--- src/hw/rtl/cpfm_pkg.sv ---
// cpfm_pkg: shared widths, reset values and defaults for the capture period
// frequency meter; no dependencies, compiled first
package cpfm_pkg;

  localparam int TIMER_BITS_DEF = 16;

  localparam int OPCODE_W   = 1;
  localparam int STAMP_IN_W = 16;
  localparam int CLOCK_HZ_W = 27;
  localparam int PERIOD_W   = 32;
  localparam int FREQ_W     = 34;
  localparam int OVF_W      = 16;

  localparam logic [CLOCK_HZ_W-1:0] CLOCK_HZ_RESET = CLOCK_HZ_W'(10000000);
  localparam logic [OVF_W-1:0]      OVF_MAX        = '1;

  // event kinds
  localparam logic [OPCODE_W-1:0] OP_OVERFLOW = 1'b0;
  localparam logic [OPCODE_W-1:0] OP_CAPTURE  = 1'b1;

endpackage

--- src/hw/rtl/cpfm_evt_if.sv ---
// cpfm_evt_if: event channel (overflow tick or capture) with valid/ready
// depends on cpfm_pkg
interface cpfm_evt_if;
  logic                                valid;
  logic                                ready;
  logic [cpfm_pkg::OPCODE_W-1:0]       opcode;
  logic [cpfm_pkg::STAMP_IN_W-1:0]     captured_time;

  modport source (output valid, output opcode, output captured_time, input ready);
  modport sink   (input valid, input opcode, input captured_time, output ready);
endinterface

--- src/hw/rtl/cpfm_res_if.sv ---
// cpfm_res_if: measurement result channel with valid/ready
// depends on cpfm_pkg
interface cpfm_res_if;
  logic                              valid;
  logic                              ready;
  logic [cpfm_pkg::PERIOD_W-1:0]     period_ticks;
  logic [cpfm_pkg::FREQ_W-1:0]       freq_centihz;
  logic                              zero_period;
  logic                              overflow_saturated;

  modport source (output valid, output period_ticks, output freq_centihz,
                  output zero_period, output overflow_saturated, input ready);
  modport sink   (input valid, input period_ticks, input freq_centihz,
                  input zero_period, input overflow_saturated, output ready);
endinterface

--- src/hw/rtl/cpfm_cfg_if.sv ---
// cpfm_cfg_if: configuration write channel for the clock_hz register
// depends on cpfm_pkg
interface cpfm_cfg_if;
  logic                                valid;
  logic                                ready;
  logic [cpfm_pkg::CLOCK_HZ_W-1:0]     clock_hz;

  modport source (output valid, output clock_hz, input ready);
  modport sink   (input valid, input clock_hz, output ready);
endinterface

--- src/hw/rtl/capture_period_frequency_meter_unit.sv ---
// capture_period_frequency_meter_unit: overflow ticks and start captures need no division;
// an end capture's result takes 34 restoring divider steps, one quotient bit per cycle,
// then the output load; a zero period skips the steps and goes straight to the output load
// events are held off from an end capture until its result is loaded, longer while an earlier
// result waits; config always ready; rst (sync, active high) clears state, clock_hz 10 MHz
module capture_period_frequency_meter_unit #(
  parameter int TIMER_BITS = cpfm_pkg::TIMER_BITS_DEF
) (
  input logic        clk,
  input logic        rst,
  cpfm_evt_if.sink   evt,
  cpfm_cfg_if.sink   cfg,
  cpfm_res_if.source res
);

  // captured stamp keeps at most the 16 bits the event carries
  localparam int STAMP_W   = (TIMER_BITS < cpfm_pkg::STAMP_IN_W) ? TIMER_BITS
                                                                 : cpfm_pkg::STAMP_IN_W;
  // wide enough for the shifted count and never narrower than the period
  localparam int OVF_EXT_W = (cpfm_pkg::OVF_W + TIMER_BITS > cpfm_pkg::PERIOD_W)
                           ? cpfm_pkg::OVF_W + TIMER_BITS : cpfm_pkg::PERIOD_W;
  localparam int DIV_STEPS = cpfm_pkg::FREQ_W;
  localparam int CNT_W     = $clog2(DIV_STEPS + 1);

  localparam logic [1:0] ST_IDLE = 2'd0;
  localparam logic [1:0] ST_DIV  = 2'd1;

  logic [1:0] state;

  // measurement state
  logic                              phase;
  logic [STAMP_W-1:0]                start_stamp;
  logic [cpfm_pkg::OVF_W-1:0]        ovf_count;
  logic                              sat_mark;
  logic [cpfm_pkg::CLOCK_HZ_W-1:0]   clock_hz;

  // divider registers
  logic [cpfm_pkg::PERIOD_W-1:0]     period;   // divisor, also reported
  logic [cpfm_pkg::FREQ_W-1:0]       dvd;      // dividend in, quotient out
  logic [cpfm_pkg::PERIOD_W-1:0]     rem;
  logic [CNT_W-1:0]                  step_cnt;
  logic                              zero_flag;
  logic                              sat_flag;

  logic evt_xfer;
  logic end_capture;
  logic ovf_tick;
  logic start_capture;
  logic div_done;

  logic [OVF_EXT_W-1:0]              ovf_wide;
  logic [cpfm_pkg::PERIOD_W-1:0]     period_next;
  logic [cpfm_pkg::FREQ_W-1:0]       scaled_hz;
  logic [cpfm_pkg::PERIOD_W:0]       trial;
  logic [cpfm_pkg::PERIOD_W:0]       trial_diff;
  logic                              q_bit;
  logic [cpfm_pkg::OVF_W-1:0]        ovf_inc;

  // events only while the divider is idle
  assign evt.ready = (state == ST_IDLE);
  assign cfg.ready = 1'b1;

  assign evt_xfer      = evt.valid && evt.ready;
  assign ovf_tick      = evt_xfer && (evt.opcode == cpfm_pkg::OP_OVERFLOW);
  assign start_capture = evt_xfer && (evt.opcode == cpfm_pkg::OP_CAPTURE) && !phase;
  assign end_capture   = evt_xfer && (evt.opcode == cpfm_pkg::OP_CAPTURE) && phase;

  // overflows weighted by the timer span, wrapped to 32 bits
  assign ovf_wide    = OVF_EXT_W'(ovf_count) << TIMER_BITS;
  assign period_next = ovf_wide[cpfm_pkg::PERIOD_W-1:0]
                     + cpfm_pkg::PERIOD_W'(evt.captured_time[STAMP_W-1:0])
                     - cpfm_pkg::PERIOD_W'(start_stamp);

  // clock_hz * 100 as 64 + 32 + 4
  assign scaled_hz = (cpfm_pkg::FREQ_W'(clock_hz) << 6)
                   + (cpfm_pkg::FREQ_W'(clock_hz) << 5)
                   + (cpfm_pkg::FREQ_W'(clock_hz) << 2);

  // one restoring division step: bring down the next dividend bit
  assign trial      = {rem, dvd[cpfm_pkg::FREQ_W-1]};
  assign trial_diff = trial - {1'b0, period};
  assign q_bit      = !trial_diff[cpfm_pkg::PERIOD_W];

  assign ovf_inc = (ovf_count == cpfm_pkg::OVF_MAX) ? ovf_count : ovf_count + 1'b1;

  // result goes out once all bits are in and the output register is free
  assign div_done = (state == ST_DIV) && (step_cnt == '0) && (!res.valid || res.ready);

  // control and measurement state
  always_ff @(posedge clk) begin
    if (rst) begin
      state     <= ST_IDLE;
      phase     <= 1'b0;
      ovf_count <= '0;
      sat_mark  <= 1'b0;
      clock_hz  <= cpfm_pkg::CLOCK_HZ_RESET;
      res.valid <= 1'b0;
      step_cnt  <= '0;
    end else begin
      if (cfg.valid && cfg.ready) begin
        clock_hz <= cfg.clock_hz;
      end
      // a new result loading in the same cycle keeps valid high
      if (res.valid && res.ready && !div_done) begin
        res.valid <= 1'b0;
      end
      if (ovf_tick) begin
        ovf_count <= ovf_inc;
        if (ovf_inc == cpfm_pkg::OVF_MAX) begin
          sat_mark <= 1'b1;
        end
      end
      if (start_capture) begin
        phase     <= 1'b1;
        ovf_count <= '0;
        sat_mark  <= 1'b0;
      end
      case (state)
        ST_IDLE: begin
          if (end_capture) begin
            phase     <= 1'b0;
            ovf_count <= '0;
            sat_mark  <= 1'b0;
            state     <= ST_DIV;
            // a zero period skips the division entirely
            step_cnt  <= (period_next == '0) ? '0 : CNT_W'(DIV_STEPS);
          end
        end
        ST_DIV: begin
          if (step_cnt != '0) begin
            step_cnt <= step_cnt - 1'b1;
          end else if (div_done) begin
            res.valid <= 1'b1;
            state     <= ST_IDLE;
          end
        end
        default: begin
          state <= ST_IDLE;
        end
      endcase
    end
  end

  // payload registers
  always_ff @(posedge clk) begin
    if (start_capture) begin
      start_stamp <= evt.captured_time[STAMP_W-1:0];
    end
    if (end_capture) begin
      period    <= period_next;
      zero_flag <= (period_next == '0);
      sat_flag  <= sat_mark;
      rem       <= '0;
      dvd       <= (period_next == '0) ? '0 : scaled_hz;
    end else if ((state == ST_DIV) && (step_cnt != '0)) begin
      if (q_bit) begin
        rem <= trial_diff[cpfm_pkg::PERIOD_W-1:0];
      end else begin
        rem <= trial[cpfm_pkg::PERIOD_W-1:0];
      end
      dvd <= {dvd[cpfm_pkg::FREQ_W-2:0], q_bit};
    end
    if (div_done) begin
      res.period_ticks       <= period;
      res.freq_centihz       <= dvd;
      res.zero_period        <= zero_flag;
      res.overflow_saturated <= sat_flag;
    end
  end

`ifndef SYNTHESIS
  // an end capture always moves the unit into the divide state
  a_end_starts_div: assert property (@(posedge clk) disable iff (rst)
    end_capture |=> (state == ST_DIV))
    else $error("end capture did not start the divider");

  // a saturated overflow count always carries its mark
  a_sat_mark: assert property (@(posedge clk) disable iff (rst)
    (ovf_count == cpfm_pkg::OVF_MAX) |-> sat_mark)
    else $error("overflow count saturated without mark");

  // zero period reports zero frequency
  a_zero_freq: assert property (@(posedge clk) disable iff (rst)
    (res.valid && res.zero_period) |-> (res.freq_centihz == '0))
    else $error("zero period with nonzero frequency");

  // step counter never exceeds the quotient width
  a_step_range: assert property (@(posedge clk) disable iff (rst)
    step_cnt <= CNT_W'(DIV_STEPS))
    else $error("divider step counter out of range");

  // no event is taken while a division runs
  a_no_evt_in_div: assert property (@(posedge clk) disable iff (rst)
    (state == ST_DIV) |-> !evt_xfer)
    else $error("event accepted during division");
`endif

endmodule

--- src/flat_wrapper.sv ---
// flat-port wrapper written by rule: the top's interface ports become plain ports
module capture_period_frequency_meter_unit_flat 
#(
  parameter int TIMER_BITS = cpfm_pkg::TIMER_BITS_DEF
)
  (clk, rst, evt_valid, evt_opcode, evt_captured_time, evt_ready, cfg_valid, cfg_clock_hz, cfg_ready, res_valid, res_period_ticks, res_freq_centihz, res_zero_period, res_overflow_saturated, res_ready);
  cpfm_evt_if evt_i ();
  cpfm_cfg_if cfg_i ();
  cpfm_res_if res_i ();
  input logic clk;
  input logic rst;
  input wire logic [$bits(evt_i.valid)-1:0] evt_valid;
  input wire logic [$bits(evt_i.opcode)-1:0] evt_opcode;
  input wire logic [$bits(evt_i.captured_time)-1:0] evt_captured_time;
  output wire logic [$bits(evt_i.ready)-1:0] evt_ready;
  input wire logic [$bits(cfg_i.valid)-1:0] cfg_valid;
  input wire logic [$bits(cfg_i.clock_hz)-1:0] cfg_clock_hz;
  output wire logic [$bits(cfg_i.ready)-1:0] cfg_ready;
  output wire logic [$bits(res_i.valid)-1:0] res_valid;
  output wire logic [$bits(res_i.period_ticks)-1:0] res_period_ticks;
  output wire logic [$bits(res_i.freq_centihz)-1:0] res_freq_centihz;
  output wire logic [$bits(res_i.zero_period)-1:0] res_zero_period;
  output wire logic [$bits(res_i.overflow_saturated)-1:0] res_overflow_saturated;
  input wire logic [$bits(res_i.ready)-1:0] res_ready;
  assign evt_i.valid = evt_valid;
  assign evt_i.opcode = evt_opcode;
  assign evt_i.captured_time = evt_captured_time;
  assign evt_ready = evt_i.ready;
  assign cfg_i.valid = cfg_valid;
  assign cfg_i.clock_hz = cfg_clock_hz;
  assign cfg_ready = cfg_i.ready;
  assign res_valid = res_i.valid;
  assign res_period_ticks = res_i.period_ticks;
  assign res_freq_centihz = res_i.freq_centihz;
  assign res_zero_period = res_i.zero_period;
  assign res_overflow_saturated = res_i.overflow_saturated;
  assign res_i.ready = res_ready;
  capture_period_frequency_meter_unit #(.TIMER_BITS(TIMER_BITS)) u_core (.clk(clk), .rst(rst), .evt(evt_i), .cfg(cfg_i), .res(res_i));
endmodule
--- config.mk ---
export PLATFORM = sky130hd
export DESIGN_NAME = capture_period_frequency_meter_unit_flat
export DESIGN_NICKNAME = d
export VERILOG_FILES = /design/src/hw/rtl/cpfm_pkg.sv /design/src/hw/rtl/cpfm_evt_if.sv /design/src/hw/rtl/cpfm_res_if.sv /design/src/hw/rtl/cpfm_cfg_if.sv /design/src/hw/rtl/capture_period_frequency_meter_unit.sv /design/src/flat_wrapper.sv
export SDC_FILE = /design/constraint.sdc
export NUM_CORES = 1
export LEC_CHECK = 0
export ABC_AREA = 0
export BUFFER_PORTS_ARGS = -buffer_cell sky130_fd_sc_hd__buf_2
export CORE_ASPECT_RATIO = 1.5
export CORE_MARGIN = 2
export CORE_UTILIZATION = 55
export DETAILED_ROUTE_END_ITERATION = 16
export PLACE_DENSITY = 0.77
export SLEW_MARGIN = 20
export SYNTH_ARGS = -nofsm -noshare
export SYNTH_HDL_FRONTEND = slang
export SYNTH_SLANG_ARGS = --single-unit
export TNS_END_PERCENT = 30
--- constraint.sdc ---
create_clock -name clk -period 4.82 [get_ports clk]
set_input_delay 0.482 -clock clk [delete_from_list [all_inputs] [get_ports clk]]
set_output_delay 0.482 -clock clk [all_outputs]
set_load 0.005 [all_outputs]
==> flow_summary.yaml <==
status:
  status: "complete, no violations"
sta:
  finalSetupTns_ns: 0
  relSlewSlack_pct: 26.7
  tightest_slew_ns: 1.10
  clock_skew_ns: 0.00926
  hold_ws_ns: 0.141
  rsz0062_at_grt: "no"
  hold_viol: 0
  report.final.slew_viol_count: 0
  finalSetupViolCount: 0
  fin_crit_ns: 4.53
  finalCritPeriodShare_pct: 93.9
  fmax_mhz: 221
global_routing:
  grt_pass1_wl_um: 54000
  grt_max_degree: 94
  grt_pass1_vias: 10800
  grt_usage_pct: 24.7
  antenna_found_initial: 0
  grt_overflow: 0
finish:
  regArea_um2: 6270
  fillers: 2024
  multi_input_area_um2: 7270
  final_common_cell: "edfxtp_1"
  layout-drive-gt1-share_pct: 13.2
  area_growth_syn_to_layout_pct: 12.1
  final_nets: 1662
  final_util_pct: 63.1
  antenna_cells: 0
  final_cell_mix: "152 x edfxtp_1, 125 x nor2_1, 118 x buf_2"
synthesis:
  syn-num-nets: 1562
  ys_seq_area_share_pct: 44.3
  yosysWarnings: 0
  ys.flop_type: "edfxtp_1"
  yosysTopAreaCell: "edfxtp_1"
  synth_area_per_cell_um2: 10.1
  synth_edf_count: 152
  ys_types: 75
  synthTopCellsByArea: "edfxtp_1 32%, dfxtp_1 12%, ha_1 7.6%, fa_1 3.7%, mux2i_1 3.5%"
  synthCells: 1401
  synth_top_area_share_pct: 32.3
  netlist_area_um2: 14100
  synth_seq_cells: 237
  async_flop_share_pct: 0
floorplanning:
  dieArea_um2: 27000
  die_h_um: 200
  ios: 120
  core_area_um2: 25100
  rows: 71
  initial_core_util_pct: 56.2
  die_w_um: 135
cts:
  cts_num_sinks: 237
  root_buffer: "clkbuf_16"
  clkTransAtPathRegs_ns: 0.06
  h-tree-depth: 1
  cts_made_buffers: 24
  cts_setup_buffers: 0
  cts_resized: 0
  cts_tree: "yes"
  clock_latency_ns: 0.53
  hold_buffers: 0
  cts_buffer_depth: 3
pwr:
  p_seq_share_pct: 37.0
  powerDensity_nw_per_um2: 436
  power.switching_mw: 2.36
  clock_power_share_pct: 26.8
  power_frac_comb_pct: 36.2
  p_sw_share_pct: 34.2
  leakagePower_nw: 6.53
  max-vdd-ir-drop_uv: 255
  p_int_mw: 4.55
route:
  dr_total_vias: 11000
  dr.pass1.iters: 7
  viasPerCell: 5.94
  drc: 0
  routed_wirelength_um: 33300
  ant_nets: 0
  wl_per_cell_um: 18.0
  drt_iter0_markers: 718
run:
  maxCapViolations: 0
min_path:
  hold_path.class: "input port to flip-flop"
worst_setup_path:
  criticalPathCategory: "flip-flop to flip-flop"
  end_kind: "flip-flop"
  critPathTopFamily: "simple AND/OR/NAND/NOR gates"
  cp-start-kind: "flip-flop"
  crit_arrival_ns: 4.80
  critical_path.max_stage_delay_ns: 0.51
  path_cells: "inv_1 > ha_1 > nor2b_1 > o31ai_1 > and2_1 > xnor2_1 > nor4_1 > or4b_1 > or4_1 > or4_1 > or4_4 > buf_4 > a41o_1"
  crit_slowest_cell: "o31ai_1"
  critPathMaxFanout: 10
  path_buf_inv: 2
  required_ns: 5.10
  crit_top_cell: "or4_1"
place:
  hpwl_um: 24500
  portBuffers: 118
  gp_congestion: 0.941
[per-layer routing]
metal | routed length (um) | GRT usage [%] | vias up
met2 | 16800 | 43.5 | 326
met3 | 1690 | 2.56 | 76
met5 | 0 | 0 | -
li1 | - | - | 5321
met4 | 1320 | 10.2 | 0
met1 | 13400 | 30.6 | 5242
[through the flow]
stage	std cells	setup slack, ns	power (mW)	cell area (um^2)
after CTS	1847	0.293	6.94	15900
final	1847	0.294	6.91	15900
after floorplan	1401	0.266	4.51	14100
after global routing	1847	0.0921	7.33	15900
after detailed placement	1803	0.0404	5.06	15100
after global placement	1803	0.141	4.99	15100
[final cells by class]
class	count	share of cell area (%)
clock inverter	16	0.915
multi-input combinational	1003	45.9
tap	328	2.59
timing repair buffer	140	4.85
inverter	95	2.25
sequential	237	39.5
clock buffer	28	4.02
[power groups by stage]
stage | Combinational (mW) | Sequential, mW | Clock (mW)
finish | 2.50 | 2.56 | 1.85
global route | 2.78 | 2.58 | 1.97
CTS | 2.49 | 2.55 | 1.90
detailed placement | 2.46 | 2.60 | 0
global placement | 2.41 | 2.59 | 0
floorplan | 1.97 | 2.54 | 0
[synth_stat cells, types with 5 or more instances]
library cell and count:
edfxtp_1 152, nor2_1 125, nand2_1 94, inv_1 93
ha_1 86, dfxtp_1 85, a21oi_1 67, clkbuf_1 54
o21ai_0 51, mux2i_1 50, xnor2_1 44, a211oi_1 43
xor2_1 39, nor2b_1 33, nand3_1 30, nor3_1 28
fa_1 26, o31ai_1 24, a21o_1 22, nand4_1 19
o21a_1 19, nor4_1 18, a211o_1 14, nand2b_1 14
and3_1 12, o21bai_1 12, and2_1 9, a31oi_1 8
o211ai_1 7, a2111oi_0 6, a31o_1 6, a31o_2 6
nand3b_1 6, a41oi_1 5, and4_1 5, or3_1 5
or4_1 5
[state kept, by name, summed over array words and instances, names as in the netlist]
register                       count
u_core.res.valid                   1
u_core.res.overflow_saturated      1
u_core.zero_flag                   1
u_core.res.zero_period             1
u_core.res.period_ticks           32
u_core.ovf_count                  16
u_core.sat_flag                    1
u_core.period                     32
u_core.res.freq_centihz           34
u_core.clock_hz                   27
u_core.step_cnt                    6
u_core.start_stamp                16
u_core.phase                       1
u_core.rem                        32
u_core.dvd                        34
u_core.sat_mark                    1
u_core.state                       1
[cell families (layout without fill, tap and decap cells)]
logic type	count (synthesis)	after routing	synth area share [%]
and+or+nand+nor	427	427	15.1
AOI/OAI and AO/OA	330	330	16.0
DFF	237	237	44.3
buffers and inverters	161	279	4.55
adders and majority gates	112	112	11.3
xor gates and xnor gates	83	83	5.14
muxes	50	50	3.54
other	1	1	0.0265
[final timing paths]
check / startpoint / endpoint / slack [ns] / cells past startpoint
worst max-delay path: u_core.start_stamp[1] / u_core.dvd[10] / 0.29 / 13
worst min-delay path: evt_captured_time[0] / u_core.start_stamp[0] / 0.14 / 1
worst max register to register: u_core.start_stamp[1] / u_core.dvd[10] / 0.29 / 13
worst min register to register: u_core.sat_mark / u_core.sat_flag / 0.44 / 0
Note: power is estimated with default switching activity, not from simulation.
